## config.mk

```make
export PLATFORM = sky130hd
export DESIGN_NAME = eprm_cordic
export DESIGN_NICKNAME = d
export VERILOG_FILES = /design/src/hw/rtl/eprm_pkg.sv /design/src/hw/rtl/eprm_cordic.sv
export SDC_FILE = /design/constraint.sdc
export NUM_CORES = 2
export LEC_CHECK = 0
export BUFFER_PORTS_ARGS = -buffer_cell sky130_fd_sc_hd__buf_2
export CORE_MARGIN = 8
export CORE_UTILIZATION = 59
export DETAILED_ROUTE_END_ITERATION = 8
export GPL_TIMING_DRIVEN = 0
export PLACE_DENSITY = 0.81
export RECOVER_POWER = 100
export SLEW_MARGIN = 20
export SYNTH_ARGS = -nofsm -noshare
export SYNTH_HDL_FRONTEND = slang
export SYNTH_SLANG_ARGS = --single-unit
```

## constraint.sdc

```tcl
create_clock -name clk_i -period 5.8 [get_ports clk_i]
set_input_delay 0.58 -clock clk_i [delete_from_list [all_inputs] [get_ports clk_i]]
set_output_delay 0.58 -clock clk_i [all_outputs]
set_load 0.02 [all_outputs]
```

## src/hw/rtl/eprm_pkg.sv

```systemverilog
package eprm_pkg;

  localparam int CordicIterations = 16;
  localparam int AtanEntries      = 24;
  localparam int NumStages = (CordicIterations < AtanEntries) ? CordicIterations : AtanEntries;
  localparam int AngW = 28;

  localparam logic signed [AngW-1:0] PiQ24     = 28'sd52707179;
  localparam logic signed [AngW-1:0] HalfPiQ24 = 28'sd26353589;
  localparam logic signed [AngW-1:0] GainQ24   = 28'sd10188014;
  localparam logic signed [AngW-1:0] OneQ24    = 28'sd16777216;

  typedef logic signed [AngW-1:0] ang_t;
  typedef logic signed [25:0] q24_t;

  typedef struct packed {
    ang_t x;
    ang_t y;
    ang_t z;
  } cvec_t;

  typedef struct packed {
    logic [31:0] tx;
    logic [31:0] ty;
    logic [31:0] tz;
  } trans_t;

  function automatic ang_t atan_lut(input logic [4:0] i);
    unique case (i)
      5'd0:  atan_lut = 28'sd13176795;
      5'd1:  atan_lut = 28'sd7778716;
      5'd2:  atan_lut = 28'sd4110060;
      5'd3:  atan_lut = 28'sd2086331;
      5'd4:  atan_lut = 28'sd1047214;
      5'd5:  atan_lut = 28'sd524117;
      5'd6:  atan_lut = 28'sd262123;
      5'd7:  atan_lut = 28'sd131069;
      5'd8:  atan_lut = 28'sd65536;
      5'd9:  atan_lut = 28'sd32768;
      5'd10: atan_lut = 28'sd16384;
      5'd11: atan_lut = 28'sd8192;
      5'd12: atan_lut = 28'sd4096;
      5'd13: atan_lut = 28'sd2048;
      5'd14: atan_lut = 28'sd1024;
      5'd15: atan_lut = 28'sd512;
      5'd16: atan_lut = 28'sd256;
      5'd17: atan_lut = 28'sd128;
      5'd18: atan_lut = 28'sd64;
      5'd19: atan_lut = 28'sd32;
      5'd20: atan_lut = 28'sd16;
      5'd21: atan_lut = 28'sd8;
      5'd22: atan_lut = 28'sd4;
      5'd23: atan_lut = 28'sd2;
      default: atan_lut = '0;
    endcase
  endfunction

  // Rounded Q.24 product.
  function automatic q24_t mul24(input q24_t a, input q24_t b);
    logic signed [51:0] p;
    p = (52'(a) * 52'(b)) + 52'sd8388608;
    mul24 = q24_t'(p >>> 24);
  endfunction

  // Q.24 to Q1.14 with saturation.
  function automatic logic [15:0] to_q114(input logic signed [27:0] v);
    logic signed [27:0] r;
    r = (v + 28'sd512) >>> 10;
    if (r > 28'sd16384) to_q114 = 16'sd16384;
    else if (r < -28'sd16384) to_q114 = -16'sd16384;
    else to_q114 = r[15:0];
  endfunction

endpackage

```

## src/hw/rtl/eprm_cordic.sv

```systemverilog
module eprm_cordic
  import eprm_pkg::*;
(
  input  logic              clk_i,
  input  logic              en_i,
  input  logic signed [15:0] angle_i,
  output q24_t              sin_o,
  output q24_t              cos_o
);

  cvec_t stage_q [NumStages+1];
  logic  neg_q   [NumStages+1];
  cvec_t stage_d;
  logic  neg_d;
  ang_t  z0;

  // Fold the angle into the CORDIC range.
  always_comb begin
    z0 = ang_t'(angle_i) <<< 11;
    neg_d = 1'b0;
    if (z0 > HalfPiQ24) begin
      z0 = z0 - PiQ24;
      neg_d = 1'b1;
    end else if (z0 < -HalfPiQ24) begin
      z0 = z0 + PiQ24;
      neg_d = 1'b1;
    end
    stage_d = '{x: GainQ24, y: '0, z: z0};
  end

  always_ff @(posedge clk_i) begin
    if (en_i) begin
      stage_q[0] <= stage_d;
      neg_q[0]   <= neg_d;
    end
  end

  for (genvar i = 0; i < NumStages; i++) begin : g_iter
    cvec_t nxt;
    always_comb begin
      if (stage_q[i].z >= 0) begin
        nxt.x = stage_q[i].x - (stage_q[i].y >>> i);
        nxt.y = stage_q[i].y + (stage_q[i].x >>> i);
        nxt.z = stage_q[i].z - atan_lut(5'(i));
      end else begin
        nxt.x = stage_q[i].x + (stage_q[i].y >>> i);
        nxt.y = stage_q[i].y - (stage_q[i].x >>> i);
        nxt.z = stage_q[i].z + atan_lut(5'(i));
      end
    end
    always_ff @(posedge clk_i) begin
      if (en_i) begin
        stage_q[i+1] <= nxt;
        neg_q[i+1]   <= neg_q[i];
      end
    end
  end

  ang_t xc, yc;
  always_comb begin
    xc = stage_q[NumStages].x;
    yc = stage_q[NumStages].y;
    if (xc > OneQ24) xc = OneQ24;
    else if (xc < -OneQ24) xc = -OneQ24;
    if (yc > OneQ24) yc = OneQ24;
    else if (yc < -OneQ24) yc = -OneQ24;
    if (neg_q[NumStages]) begin
      xc = -xc;
      yc = -yc;
    end
  end

  assign cos_o = q24_t'(xc);
  assign sin_o = q24_t'(yc);

endmodule

```

==> impl_results.md <==
- Status: finished with violations
- Failing checks: max-capacitance violations, max-slew violations
- Area taken by flip-flops and latches: between 30000 and 40000 µm²
- Commonest cells after routing, fill and taps aside: 1249 x sky130_fd_sc_hd__edfxtp_1, 1095 x sky130_fd_sc_hd__ha_1, 888 x sky130_fd_sc_hd__xnor2_1
- Cell family with the largest share of critical-path delay: compound AO/OA/AOI/OAI gates
- Post-route non-filler standard cell count: 12600
- Global-route usage over all layers: between 20% and 30%
- Total length of routed wires: 242000 µm
- # H-tree levels: 4
- Cell count after synthesis: 10000
- Placed cell count: roughly 12000
- Area growth syn-to-layout: 9.63%
- CTS clk-pin slew, worst paths: around 0.06 ns
- Clock insertion delay at the later pin of the skew report: 0.79 ns
- Num ports: 70
- Share of flip-flops with an asynchronous set or reset after synthesis: 0%
- Placed standard-cell area: approximately 100000 µm²
- Critical-path cell with the highest stage delay: sky130_fd_sc_hd__fa_1
- Post-synthesis register bit count: approximately 1200
- Overall die width: roughly 420 µm
- CTS Root Cell: sky130_fd_sc_hd__clkbuf_16
- Number of nets produced by synthesis: roughly 11000
- Worst endpoint data arrival time: about 6.1 ns
- Type of the worst setup path: reg2reg
- Number of diodes: 0
- Via Count: approximately 80000
- Sink Count: ~1200
- Placeable core region: between 150000 and 200000 µm²
- Initial antenna violation count: 3
- Relative max-transition margin: -158%
- Number of hold violations in the final report: 0
- Drt wl/cell: 19.2 µm
- Synthesized area divided by synthesized cell count: 9.82 µm²
- Yosys warning count: 0
- Remaining DRCs: 0
- Initial DRT Pass Iterations: 6
- Maximum clock skew at final layout: a little over 0.03 ns
- Count of buffers from port buffering: 64
- Measured slew at the worst slew-check pin: a little under 4 ns
- Number of placement rows: 150
- Number of library cell types mapped by synthesis: 87
- Post-route design area: between 100000 and 150000 µm²
- Share of the clock period used by the worst path after layout: between 90% and 100%
- Post-synth top flop: sky130_fd_sc_hd__edfxtp_1
- Residual overflow from global routing: 0
- Minimum clock period after layout: between 5 and 6 ns
- Gp weighted congestion: around 0.95
- Post-synth EDFFs: 1249
- Number of buffers inserted during clock tree synthesis: approximately 150
- Mapped cell area: approximately 100000 µm²
- Final net count: 11400
- Element type at the critical path start: flip-flop
- Floorplan die height: 424 µm
- Critical path required time: about 6.3 ns
- Clock tree from TritonCTS: built
- Count of nets left with antenna violations after detail routing: 0
- First-pass GRT wire length: between 300000 and 400000 µm
- Maximum net fanout on the critical path: 21
- Via count of the first global-routing pass: between 70000 and 80000
- Average via count per standard cell: ~6.2
- Slowest stage delay, CP: between 0.4 and 0.5 ns
- Setup violators final: 0
- Die Footprint: approximately 180000 µm²
- Worst path bufs/invs: 5
- Highest Clock Rate: roughly 180 MHz
- Buffer levels on the longest clock path: 3
- Multi-input gate area in the final layout: between 50000 and 60000 µm²
- Total count of max-transition violations in the final report: around 210
- Classification of the worst-slack hold path: in2reg
- Worst slack, placed: -1.55 ns
- Most common cell after layout, fill and taps aside: sky130_fd_sc_hd__edfxtp_1
- Element type at the critical path end: flip-flop
- Fill cells: between 10000 and 15000
- Number of violations of the max-capacitance limit: 2
- Maximum number of pins on one net before global-route repair: 155
- Placed wire-length estimate after detailed placement: between 150000 and 200000 µm
- Register area share after synthesis: 38.1%
- Share of cells above drive strength 1: approximately 6.0%
- Violation count after the first detailed-routing iteration: 6043
- Final Worst Setup Slack: 0.149 ns
- Effective utilization at floorplan: 59.1%
==> cell usage after synthesis, types with 96 or more instances <==
library cell / count / share of area, %
sky130_fd_sc_hd__inv_1: 538 / 2.1
sky130_fd_sc_hd__xnor2_1: 890 / 7.9
sky130_fd_sc_hd__a31oi_1: 96 / 0.61
sky130_fd_sc_hd__o21bai_1: 162 / 1.2
sky130_fd_sc_hd__xor2_1: 508 / 4.5
sky130_fd_sc_hd__or3_1: 102 / 0.65
sky130_fd_sc_hd__nand2b_1: 121 / 0.77
sky130_fd_sc_hd__nor2_1: 793 / 3.0
sky130_fd_sc_hd__o21a_1: 116 / 0.88
sky130_fd_sc_hd__clkbuf_1: 115 / 0.44
sky130_fd_sc_hd__edfxtp_1: 1249 / 38
sky130_fd_sc_hd__o21ai_0: 583 / 3.0
sky130_fd_sc_hd__ha_1: 1096 / 14
sky130_fd_sc_hd__nor4_1: 115 / 0.73
sky130_fd_sc_hd__nand3_1: 184 / 0.94
sky130_fd_sc_hd__nor2b_1: 115 / 0.73
sky130_fd_sc_hd__a21o_1: 335 / 2.6
sky130_fd_sc_hd__o31ai_1: 139 / 1.1
sky130_fd_sc_hd__a21oi_1: 845 / 4.3
sky130_fd_sc_hd__nand2_1: 623 / 2.4
sky130_fd_sc_hd__nor3_1: 277 / 1.4
==> sequential cells by signal, summed over array words and instances, names as in the netlist <==
signal   flops
stage_q   1233
neg_q       16
==> through the flow <==
stage	setup TNS (ns)	hold WS [ns]	utilization (%)
after floorplan	0	0.400	-
after global placement	-	0.405	61.0
after detailed placement	-149.54	0.406	61.2
after CTS	0	0.0889	64.5
after global routing	-0.205	0.135	64.8
final	0	0.147	64.8
==> logic make-up after synthesis <==
| family | Yosys count | share of synthesized area [%] |
|---|---|---|
| muxes | 68 | 0.725 |
| DFF | 1249 | 38.1 |
| buffers and inverters | 686 | 2.64 |
| AOI/OAI and AO/OA | 2796 | 18.1 |
| and+or+nand+nor | 2693 | 13.2 |
| adders and majority gates | 1138 | 14.8 |
| xor gates and xnor gates | 1398 | 12.4 |
==> what timing repair did <==
| item | in CTS | in global routing |
|---|---|---|
| hold buffers | 0 | 0 |
| setup buffers | 9 | 19 |
| endpoints found under the setup margin | 355 | 137 |
| hold endpoints to repair | 0 | 0 |
| gates resized for setup | 152 | 135 |
| pin swaps | 7 | 21 |
==> final timing paths <==
check             cells past startpoint  slack (ns)              end            start
setup reg to reg                     25        0.15  stage_q[0][726]  stage_q[0][615]
hold reg to reg                       0        0.42      neg_q[1][0]     neg_q[0][15]
setup / recovery                     25        0.15  stage_q[0][726]  stage_q[0][615]
hold / removal                        3        0.15   stage_q[0][12]       angle_i[1]
==> layout make-up <==
| cell class | count | share of cell area, % |
|---|---|---|
| clock buffers | 167 | 3.50 |
| well taps | 2204 | 2.56 |
| flip-flops and latches | 1249 | 34.8 |
| plain buffers | 129 | 0.641 |
| multi-input cells | 8093 | 54.8 |
| clock inverters | 98 | 1.10 |
| repair buffers | 104 | 0.696 |
| inverters | 546 | 1.93 |
==> per-layer routing <==
metal  GRT usage, %  share of wire, %  up-vias
li1               -                 -    37700
met1           31.6                41    36800
met2           45.1                48     2583
met3           3.52               6.1      618
met4           12.0               5.0        0
met5              0                 0        -
==> worst min-delay path, stage by stage <==
cell	delay [ns]
sky130_fd_sc_hd__buf_2	0.10
sky130_fd_sc_hd__nand2_1	0.04
sky130_fd_sc_hd__o21ai_0	0.08
Power is not shown: default switching activity piles up to over one toggle a cycle in this logic, so the estimate is an artifact.
